**src/design/mbrx_pkg.sv**
```systemverilog
// ----------------------------------------------------------------------------
// Modbus RTU response receiver package
// Shared types, codes and the CRC-16 byte update for the receiver blocks.
// ----------------------------------------------------------------------------
`default_nettype none

package mbrx_pkg;

    localparam logic [15:0] CrcInit = 16'hFFFF;
    localparam logic [15:0] CrcPoly = 16'hA001;
    localparam logic [7:0]  ExcMask = 8'h7F;

    localparam int QDepth = 2;
    localparam int QPtrW  = $clog2(QDepth);
    localparam int QCntW  = $clog2(QDepth + 1);

    localparam int CfgIdxW  = 2;
    localparam int CfgDataW = 8;

    localparam logic [CfgIdxW-1:0] CFG_STATION   = 2'd0;
    localparam logic [CfgIdxW-1:0] CFG_FUNCTION  = 2'd1;
    localparam logic [CfgIdxW-1:0] CFG_FIXED_LEN = 2'd2;

    typedef enum logic {
        REQ_BYTE    = 1'b0,
        REQ_TIMEOUT = 1'b1
    } t_req_type;

    typedef enum logic {
        KIND_PAYLOAD = 1'b0,
        KIND_END     = 1'b1
    } t_kind;

    typedef enum logic [2:0] {
        ST_OK      = 3'd0,
        ST_TIMEOUT = 3'd1,
        ST_STATION = 3'd2,
        ST_FUNC    = 3'd3,
        ST_CRC     = 3'd4
    } t_status;

    typedef struct packed {
        t_req_type  req_type;
        logic [7:0] rx_byte;
    } t_in_req;

    typedef struct packed {
        t_kind      out_kind;
        logic [7:0] payload_byte;
        logic [7:0] byte_index;
        t_status    status;
        logic [7:0] resp_function;
        logic       frame_last;
    } t_out_res;

    typedef struct packed {
        logic       is_timeout;
        logic [7:0] data;
    } t_item;

    function automatic logic [15:0] crc_next(input logic [15:0] c_in, input logic [7:0] b);
        logic [15:0] c;
        c = c_in ^ {8'h00, b};
        for (int i = 0; i < 8; i++) begin
            if (c[0]) begin
                c = (c >> 1) ^ CrcPoly;
            end else begin
                c = c >> 1;
            end
        end
        return c;
    endfunction

endpackage

`default_nettype wire

```
**src/design/mbrx_front.sv**
```systemverilog
// ----------------------------------------------------------------------------
// Receiver front end
// Accepts requests, marks timeouts and queues them for the frame engine.
// ----------------------------------------------------------------------------
`default_nettype none

module mbrx_front (
    input  wire logic             i_clk,
    input  wire logic             i_rst_n,
    input  wire logic             i_in_valid,
    output logic                  o_in_stall,
    input  wire mbrx_pkg::t_in_req i_in,
    output logic                  o_q_valid,
    output mbrx_pkg::t_item       o_q_item,
    input  wire logic             i_q_pop
);
    import mbrx_pkg::*;

    t_item              r_mem [QDepth];
    logic [QPtrW-1:0]   r_wr_ptr;
    logic [QPtrW-1:0]   n_wr_ptr;
    logic [QPtrW-1:0]   r_rd_ptr;
    logic [QPtrW-1:0]   n_rd_ptr;
    logic [QCntW-1:0]   r_count;
    logic [QCntW-1:0]   n_count;
    logic               push;
    t_item              new_item;

    assign o_in_stall = (r_count == QCntW'(QDepth));
    assign push       = i_in_valid && !o_in_stall;
    assign o_q_valid  = (r_count != '0);
    assign o_q_item   = r_mem[r_rd_ptr];

    assign new_item.is_timeout = (i_in.req_type == REQ_TIMEOUT);
    assign new_item.data       = i_in.rx_byte;

    always_comb begin
        n_wr_ptr = r_wr_ptr;
        n_rd_ptr = r_rd_ptr;
        n_count  = r_count;
        if (push) begin
            n_wr_ptr = (r_wr_ptr == QPtrW'(QDepth - 1)) ? '0 : r_wr_ptr + 1'b1;
        end
        if (i_q_pop) begin
            n_rd_ptr = (r_rd_ptr == QPtrW'(QDepth - 1)) ? '0 : r_rd_ptr + 1'b1;
        end
        if (push && !i_q_pop) begin
            n_count = r_count + 1'b1;
        end else if (!push && i_q_pop) begin
            n_count = r_count - 1'b1;
        end
    end

    always_ff @(posedge i_clk) begin
        if (!i_rst_n) begin
            r_wr_ptr <= '0;
            r_rd_ptr <= '0;
            r_count  <= '0;
        end else begin
            r_wr_ptr <= n_wr_ptr;
            r_rd_ptr <= n_rd_ptr;
            r_count  <= n_count;
        end
    end

    always_ff @(posedge i_clk) begin
        if (push) begin
            r_mem[r_wr_ptr] <= new_item;
        end
    end

    a_count_bound: assert property (@(posedge i_clk) disable iff (!i_rst_n)
        r_count <= QCntW'(QDepth))
        else $error("queue fill count out of range");

    a_no_pop_empty: assert property (@(posedge i_clk) disable iff (!i_rst_n)
        i_q_pop |-> o_q_valid)
        else $error("pop from empty queue");

    a_full_count: assert property (@(posedge i_clk) disable iff (!i_rst_n)
        push && !i_q_pop |=> r_count == $past(r_count) + 1'b1)
        else $error("queue count did not track a push");

endmodule

`default_nettype wire

```
**src/design/mbrx_back.sv**
```systemverilog
// ----------------------------------------------------------------------------
// Receiver frame engine
// Runs the frame state machine and CRC-16 check and holds the result register.
// ----------------------------------------------------------------------------
`default_nettype none

module mbrx_back (
    input  wire logic                          i_clk,
    input  wire logic                          i_rst_n,
    input  wire logic                          i_cfg_we,
    input  wire logic [mbrx_pkg::CfgIdxW-1:0]  i_cfg_idx,
    input  wire logic [mbrx_pkg::CfgDataW-1:0] i_cfg_data,
    input  wire logic                          i_q_valid,
    input  wire mbrx_pkg::t_item               i_q_item,
    output logic                               o_q_pop,
    output logic                               o_out_valid,
    input  wire logic                          i_out_stall,
    output mbrx_pkg::t_out_res                 o_out
);
    import mbrx_pkg::*;

    typedef enum logic [6:0] {
        PH_STATION  = 7'b0000001,
        PH_FUNCTION = 7'b0000010,
        PH_COUNT    = 7'b0000100,
        PH_DATA     = 7'b0001000,
        PH_CRC_LO   = 7'b0010000,
        PH_CRC_HI   = 7'b0100000,
        PH_DRAIN    = 7'b1000000
    } t_phase;

    logic [7:0]  r_exp_station;
    logic [6:0]  r_exp_function;
    logic [7:0]  r_fixed_len;

    t_phase      r_phase;
    t_phase      n_phase;
    logic [15:0] r_crc;
    logic [15:0] n_crc;
    logic [7:0]  r_rem;
    logic [7:0]  n_rem;
    logic [7:0]  r_pos;
    logic [7:0]  n_pos;
    logic [7:0]  r_crc_lo;
    logic [7:0]  n_crc_lo;
    logic [7:0]  r_func;
    logic [7:0]  n_func;

    logic        r_out_valid;
    t_out_res    r_out;

    logic        pop;
    logic        emit;
    t_out_res    res;
    logic [15:0] crc_upd;
    logic [7:0]  len;
    logic [7:0]  rem_dec;
    logic [7:0]  b;

    assign b       = i_q_item.data;
    assign pop     = i_q_valid && (!r_out_valid || !i_out_stall);
    assign o_q_pop = pop;
    assign o_out_valid = r_out_valid;
    assign o_out       = r_out;
    assign crc_upd = crc_next((r_phase == PH_STATION) ? CrcInit : r_crc, b);
    assign len     = (b > ExcMask) ? 8'd1 : r_fixed_len;
    assign rem_dec = r_rem - 1'b1;

    always_comb begin
        n_phase  = r_phase;
        n_crc    = r_crc;
        n_rem    = r_rem;
        n_pos    = r_pos;
        n_crc_lo = r_crc_lo;
        n_func   = r_func;
        emit     = 1'b0;
        res      = '{out_kind: KIND_END, payload_byte: 8'h00, byte_index: 8'h00,
                     status: ST_OK, resp_function: 8'h00, frame_last: 1'b1};
        if (pop) begin
            if (i_q_item.is_timeout) begin
                n_phase = PH_STATION;
                n_crc   = CrcInit;
                if (r_phase != PH_DRAIN) begin
                    emit       = 1'b1;
                    res.status = ST_TIMEOUT;
                end
            end else begin
                unique case (r_phase)
                    PH_STATION: begin
                        n_crc  = crc_upd;
                        n_pos  = 8'h00;
                        n_func = 8'h00;
                        n_rem  = 8'h00;
                        if (b != r_exp_station) begin
                            n_phase    = PH_DRAIN;
                            emit       = 1'b1;
                            res.status = ST_STATION;
                        end else begin
                            n_phase = PH_FUNCTION;
                        end
                    end
                    PH_FUNCTION: begin
                        n_crc  = crc_upd;
                        n_func = b;
                        if ((b & ExcMask) != {1'b0, r_exp_function}) begin
                            n_phase    = PH_DRAIN;
                            emit       = 1'b1;
                            res.status = ST_FUNC;
                        end else if (len == 8'h00) begin
                            n_phase = PH_COUNT;
                        end else begin
                            n_rem   = len;
                            n_phase = PH_DATA;
                        end
                    end
                    PH_COUNT: begin
                        n_crc   = crc_upd;
                        n_rem   = b;
                        n_phase = (b == 8'h00) ? PH_CRC_LO : PH_DATA;
                        n_pos   = r_pos + 1'b1;
                        emit    = 1'b1;
                        res.out_kind     = KIND_PAYLOAD;
                        res.payload_byte = b;
                        res.byte_index   = r_pos;
                        res.frame_last   = 1'b0;
                    end
                    PH_DATA: begin
                        n_crc = crc_upd;
                        n_rem = rem_dec;
                        if (rem_dec == 8'h00) begin
                            n_phase = PH_CRC_LO;
                        end
                        n_pos = r_pos + 1'b1;
                        emit  = 1'b1;
                        res.out_kind     = KIND_PAYLOAD;
                        res.payload_byte = b;
                        res.byte_index   = r_pos;
                        res.frame_last   = 1'b0;
                    end
                    PH_CRC_LO: begin
                        n_crc_lo = b;
                        n_phase  = PH_CRC_HI;
                    end
                    PH_CRC_HI: begin
                        emit = 1'b1;
                        if ({b, r_crc_lo} != r_crc) begin
                            n_phase    = PH_DRAIN;
                            res.status = ST_CRC;
                        end else begin
                            n_phase    = PH_STATION;
                            n_crc      = CrcInit;
                            res.status = ST_OK;
                        end
                    end
                    PH_DRAIN: begin
                        n_phase = PH_DRAIN;
                    end
                    default: begin
                        n_phase = PH_DRAIN;
                    end
                endcase
            end
        end
        res.resp_function = n_func;
    end

    always_ff @(posedge i_clk) begin
        if (!i_rst_n) begin
            r_exp_station  <= 8'd1;
            r_exp_function <= 7'd3;
            r_fixed_len    <= 8'd0;
        end else if (i_cfg_we) begin
            unique case (i_cfg_idx)
                CFG_STATION:   r_exp_station  <= i_cfg_data;
                CFG_FUNCTION:  r_exp_function <= i_cfg_data[6:0];
                CFG_FIXED_LEN: r_fixed_len    <= i_cfg_data;
                default: begin
                end
            endcase
        end
    end

    always_ff @(posedge i_clk) begin
        if (!i_rst_n) begin
            r_phase     <= PH_STATION;
            r_crc       <= CrcInit;
            r_rem       <= 8'h00;
            r_pos       <= 8'h00;
            r_crc_lo    <= 8'h00;
            r_func      <= 8'h00;
            r_out_valid <= 1'b0;
        end else begin
            r_phase  <= n_phase;
            r_crc    <= n_crc;
            r_rem    <= n_rem;
            r_pos    <= n_pos;
            r_crc_lo <= n_crc_lo;
            r_func   <= n_func;
            if (pop && emit) begin
                r_out_valid <= 1'b1;
            end else if (!i_out_stall) begin
                r_out_valid <= 1'b0;
            end
        end
    end

    always_ff @(posedge i_clk) begin
        if (pop && emit) begin
            r_out <= res;
        end
    end

    a_station_drop: assert property (@(posedge i_clk) disable iff (!i_rst_n)
        pop && !i_q_item.is_timeout && r_phase == PH_STATION && b != r_exp_station
        |=> r_phase == PH_DRAIN && r_out_valid && r_out.status == ST_STATION)
        else $error("station mismatch did not start a drop");

    a_timeout_idle: assert property (@(posedge i_clk) disable iff (!i_rst_n)
        pop && i_q_item.is_timeout |=> r_phase == PH_STATION && r_crc == CrcInit)
        else $error("timeout did not return to idle");

    a_payload_fields: assert property (@(posedge i_clk) disable iff (!i_rst_n)
        r_out_valid && r_out.out_kind == KIND_PAYLOAD
        |-> r_out.status == ST_OK && !r_out.frame_last)
        else $error("payload result carries end report fields");

    a_crc_good: assert property (@(posedge i_clk) disable iff (!i_rst_n)
        pop && !i_q_item.is_timeout && r_phase == PH_CRC_HI && {b, r_crc_lo} == r_crc
        |=> r_phase == PH_STATION && r_out_valid && r_out.status == ST_OK)
        else $error("good CRC did not end the frame");

endmodule

`default_nettype wire

```
**src/design/modbus_rtu_response_receiver_top.sv**
```systemverilog
// ----------------------------------------------------------------------------
// Modbus RTU response receiver, top level
// Checks station, function and CRC-16 of a response and delivers its payload.
//
// Requests enter on i_in (a received byte or a line timeout) with
// i_in_valid, and are taken at an edge where o_in_stall is low. Results
// leave on o_out with o_out_valid and are taken at an edge where
// i_out_stall is low: a payload byte with its index, or a frame end report
// with its status. A request gives at most one result.
// Taken requests are queued and each result is registered for o_out. One
// request is processed per cycle unless a stalled result holds the output
// register; the combinational CRC byte update in the frame engine sets
// that rate. A two-entry queue between the front end and the frame engine
// lets requests keep coming while a result waits in the output register.
// When the receiver stalls, the output register holds, the queue fills and
// o_in_stall rises once it is full.
// Configuration writes go through i_cfg_we, i_cfg_idx and i_cfg_data. Reset
// restores expected station 1, function 3, fixed length 0, and waits for a
// station byte with the queue empty.
// ----------------------------------------------------------------------------
`default_nettype none

module modbus_rtu_response_receiver_top (
    input  wire logic                          i_clk,
    input  wire logic                          i_rst_n,
    input  wire logic                          i_cfg_we,
    input  wire logic [mbrx_pkg::CfgIdxW-1:0]  i_cfg_idx,
    input  wire logic [mbrx_pkg::CfgDataW-1:0] i_cfg_data,
    input  wire logic                          i_in_valid,
    output logic                               o_in_stall,
    input  wire mbrx_pkg::t_in_req             i_in,
    output logic                               o_out_valid,
    input  wire logic                          i_out_stall,
    output mbrx_pkg::t_out_res                 o_out
);
    import mbrx_pkg::*;

    logic  q_valid;
    logic  q_pop;
    t_item q_item;

    mbrx_front u_front (
        .i_clk      (i_clk),
        .i_rst_n    (i_rst_n),
        .i_in_valid (i_in_valid),
        .o_in_stall (o_in_stall),
        .i_in       (i_in),
        .o_q_valid  (q_valid),
        .o_q_item   (q_item),
        .i_q_pop    (q_pop)
    );

    mbrx_back u_back (
        .i_clk       (i_clk),
        .i_rst_n     (i_rst_n),
        .i_cfg_we    (i_cfg_we),
        .i_cfg_idx   (i_cfg_idx),
        .i_cfg_data  (i_cfg_data),
        .i_q_valid   (q_valid),
        .i_q_item    (q_item),
        .o_q_pop     (q_pop),
        .o_out_valid (o_out_valid),
        .i_out_stall (i_out_stall),
        .o_out       (o_out)
    );

endmodule

`default_nettype wire

```
**config.mk**
```make
export PLATFORM = sky130hd
export DESIGN_NAME = modbus_rtu_response_receiver_top
export DESIGN_NICKNAME = d
export VERILOG_FILES = /design/src/design/mbrx_pkg.sv /design/src/design/mbrx_front.sv /design/src/design/mbrx_back.sv /design/src/design/modbus_rtu_response_receiver_top.sv
export SDC_FILE = /design/constraint.sdc
export NUM_CORES = 1
export LEC_CHECK = 0
export ABC_AREA = 1
export BUFFER_PORTS_ARGS = -buffer_cell sky130_fd_sc_hd__buf_2
export CAP_MARGIN = 0
export CORE_MARGIN = 1.5
export CORE_UTILIZATION = 60
export DETAILED_ROUTE_END_ITERATION = 6
export GPL_TIMING_DRIVEN = 0
export HOLD_SLACK_MARGIN = 0.1
export PLACE_DENSITY_LB_ADDON = 0.05
export REMOVE_ABC_BUFFERS = 1
export SLEW_MARGIN = 20
export SYNTH_ARGS = -nofsm -noshare
export SYNTH_HDL_FRONTEND = slang
export SYNTH_SLANG_ARGS = --single-unit
```
**constraint.sdc**
```tcl
create_clock -name i_clk -period 3.7 [get_ports i_clk]
set_clock_uncertainty 0.15 [all_clocks]
set_input_delay 0.185 -clock i_clk [delete_from_list [all_inputs] [get_ports i_clk]]
set_output_delay 0.185 -clock i_clk [all_outputs]
set_load 0.01 [all_outputs]
```
==> impl_metrics.yaml <==
final_layout:
  drive_gt1_frac: 0.1595
  layout.nets: 850
  syn2layout_area_growth_pct: 19.07
  diodes: 0
  n_fill_cell: 785
  fin_util: 0.7316
  fin_area_mm2: 0.007485
  layoutNonFillerInstCount: 970
worst_setup_path:
  required_ns: 3.68
  critPathMaxFanout: 28
  cp_slowest_cell: "dfxtp_4"
  path_common_cell: "nand2_1"
  cp-end-kind: "register"
  worst_ep_arrival_time_ns: 3.45
  worst-setup-path-type: "reg2reg"
  crit_path_start_kind: "register"
  cp_cell_sequence: "nand2_1 > nand2_1 > clkinvlp_4 > nand2_1 > nand3_1 > nor3_1 > nand4_1 > a22oi_2 > nand2_1 > nand2_1 > nand2_2"
  cp.buffers_inverters: 1
  cpPeakStageDelay_ns: 0.54
  crit_family: "simple AND/OR/NAND/NOR gates"
  rrSetupSlack_ns: 0.23
detailed_routing:
  drtIter0Drc: 483
  routed_wl_um: 15470
  drcViolationCount: 0
  viasPerCell: 5.627
  ant_nets: 0
  vias: 5458
  wl_per_cell_um: 15.95
  first_pass_iters: 5
clock_tree:
  clock_path_buffers: 2
  clk_pin_slew_ns: 0.06
  clock_latency_ns: 0.52
  clock-sinks: 130
  tritoncts.num_buffers: 17
  ctsRootBufferMaster: "clkbuf_8"
  cts_tree: "yes"
  htreeDepth: 4
  post_cts_buffers: 0
floorplan:
  dieWidth_um: 105.4
  initial_utilization: 0.6144
  fp.dieArea_mm2: 0.01110
  die_y_um: 105.4
  io_pins: 55
  num_rows: 37
  core_mm2: 0.01023
sta:
  slew_headroom: 0.3418
  final-hold-violation-count: 0
  rsz0062_at_grt: "false"
  min_period_over_period: 0.9386
  layout_setup_ws_ns: 0.2272
  drv_slew: 0
  tightest_slew_ns: 0.9770
  finalSetupViolations: 0
  period_needed_ns: 3.473
  fmax_ghz: 0.2880
  holdWs_ns: 0.2346
global_routing:
  grt_pass1_wl_um: 24540
  track_usage: 0.2874
  antenna_found_initial: 0
  grt_pass1_vias: 5041
  overflow: 0
  grt_max_degree: 48
place:
  io_buffers: 54
  place_congestion: 0.9893
  post-place-ws_ns: -0.5932
  placed_area_mm2: 0.006590
  placed_cells: 911
  dp_hpwl_um: 9742
synth:
  ys_warn_count: 0
  synth.distinct_cells: 46
  yosys-top-cells-count: "nand2_1 (124), nor2_1 (98), dfxtp_1 (84), inv_1 (67), o21ai_0 (53)"
  async_reset_ff_frac: 0
  yosysMostFrequentCell: "nand2_1"
  synth-edff-count: 46
  synth-seq-cells: 130
  synth_ff_type: "dfxtp_1"
  yosysTopAreaCellShare: 0.2675
  yosys.area.top_type: "dfxtp_1"
  avgSynthCellArea_um2: 8.460
  post_synth_main_area_contributors: "dfxtp_1 (27%), edfxtp_1 (22%), nand2_1 (7.4%)"
  syn_inst: 743
  synth-seq-area-share: 0.4873
  netlist_area_mm2: 0.006286
flow_run:
  drv_cap: 0
pwr:
  powerDensity_mw_per_mm2: 864.0
  p_leak_nw: 3.090
  ir_worst_vdd_mv: 0.4010
hold_path:
  worstHoldPathType: "in2reg"
outcome:
  status: "finished clean"
==> flip-flops by register name, summed over array words and instances, names as in the netlist, 2 cells and up, named ones only <==
signal	flops
u_back.o_out	28
u_back.r_exp_station	8
u_back.r_fixed_len	8
u_back.r_rem	8
u_back.r_exp_function	7
u_back.r_crc_lo	8
u_back.r_phase	7
u_front.r_mem	18
u_back.r_pos	8
u_front.r_count	2
u_back.r_crc	16
u_back.r_func	8
==> layout by cell type, fill, tap and decap left out, types with 7 or more instances in the layout <==
cell	netlist	layout
nand3_1	52	52
dlygate4sd3_1	0	28
xor2_1	23	23
nand2_2	6	7
inv_1	67	66
o211ai_1	10	10
nor2_1	98	98
nor3_1	17	17
buf_2	4	54
clkbuf_16	0	16
edfxtp_1	46	46
dfxtp_1	84	83
xnor2_1	17	17
nand4_1	7	7
a21oi_1	40	40
a211oi_1	8	8
o21ai_0	53	53
nand2_1	124	123
inv_2	12	12
==> routing by layer <==
metal,vias up,wire (µm),global-route usage,part of all wire
li1,2668,-,-,-
met1,2514,6428,0.3767,0.42
met2,239,7379,0.4701,0.48
met3,37,1273,0.05133,0.082
met4,0,393,0.1204,0.025
met5,-,0,0,0
==> area by class of cell <==
class / instances / area [µm²] / share of cell area
clock buffers: 18 / 417.9 / 0.05583
clock inverters: 13 / 186.4 / 0.02491
inverters: 80 / 304.0 / 0.04062
multi-input cells: 511 / 2789 / 0.3726
well taps: 136 / 170.2 / 0.02273
flip-flops and latches: 130 / 3067 / 0.4097
repair buffers: 82 / 550.5 / 0.07355
==> logic make-up after synthesis <==
| group | count (synthesis) | synth area share |
|---|---|---|
| buf+inv | 102 | 0.06946 |
| simple gates | 325 | 0.2323 |
| compound gates | 142 | 0.1473 |
| fa+ha+maj | 4 | 0.007962 |
| xor+xnor | 40 | 0.05573 |
| flops | 130 | 0.4873 |
==> worst register-to-register path: stages, from the launching register on <==
cell and delay [ns]:
dfxtp_4 0.54, nand2_1 0.09, nand2_1 0.31, clkinvlp_4 0.44, nand2_1 0.16, nand3_1 0.08, nor3_1 0.20, nand4_1 0.24
a22oi_2 0.31, nand2_1 0.09, nand2_1 0.10, nand2_2 0.37
==> final timing paths <==
path	startpoint	end	cells past startpoint
setup / recovery	register	u_back.o_out[27]	11
hold / removal	i_in[3]	u_front.r_mem[1][3]	2
setup reg to reg	register	u_back.o_out[27]	11
hold reg to reg	u_front.r_rd_ptr	u_front.r_rd_ptr	1
==> through the flow <==
step,total power [W],TNS [ns]
2_1_floorplan,0.003991,0
3_3_place_gp,0.004668,-15.91
3_5_place_dp,0.004708,-16.56
4_1_cts,0.006444,0
5_1_grt,0.006855,0
6_report,0.006467,0
==> report_power, final <==
part           leakage, nW  total, W  internal, W  switching [W]
sequential            1.13   0.00213      0.00191       0.000212
combinational         1.67   0.00264     0.000821        0.00182
clock                0.297   0.00170      0.00109       0.000609
==> repair_timing <==
action,CTS,global route
cloned,0,0
hold buffers,28,0
hold endpoints to repair,45,0
endpoints found under the setup margin,28,28
resized for setup,2,2
Note: power is estimated with default switching activity, not from simulation.
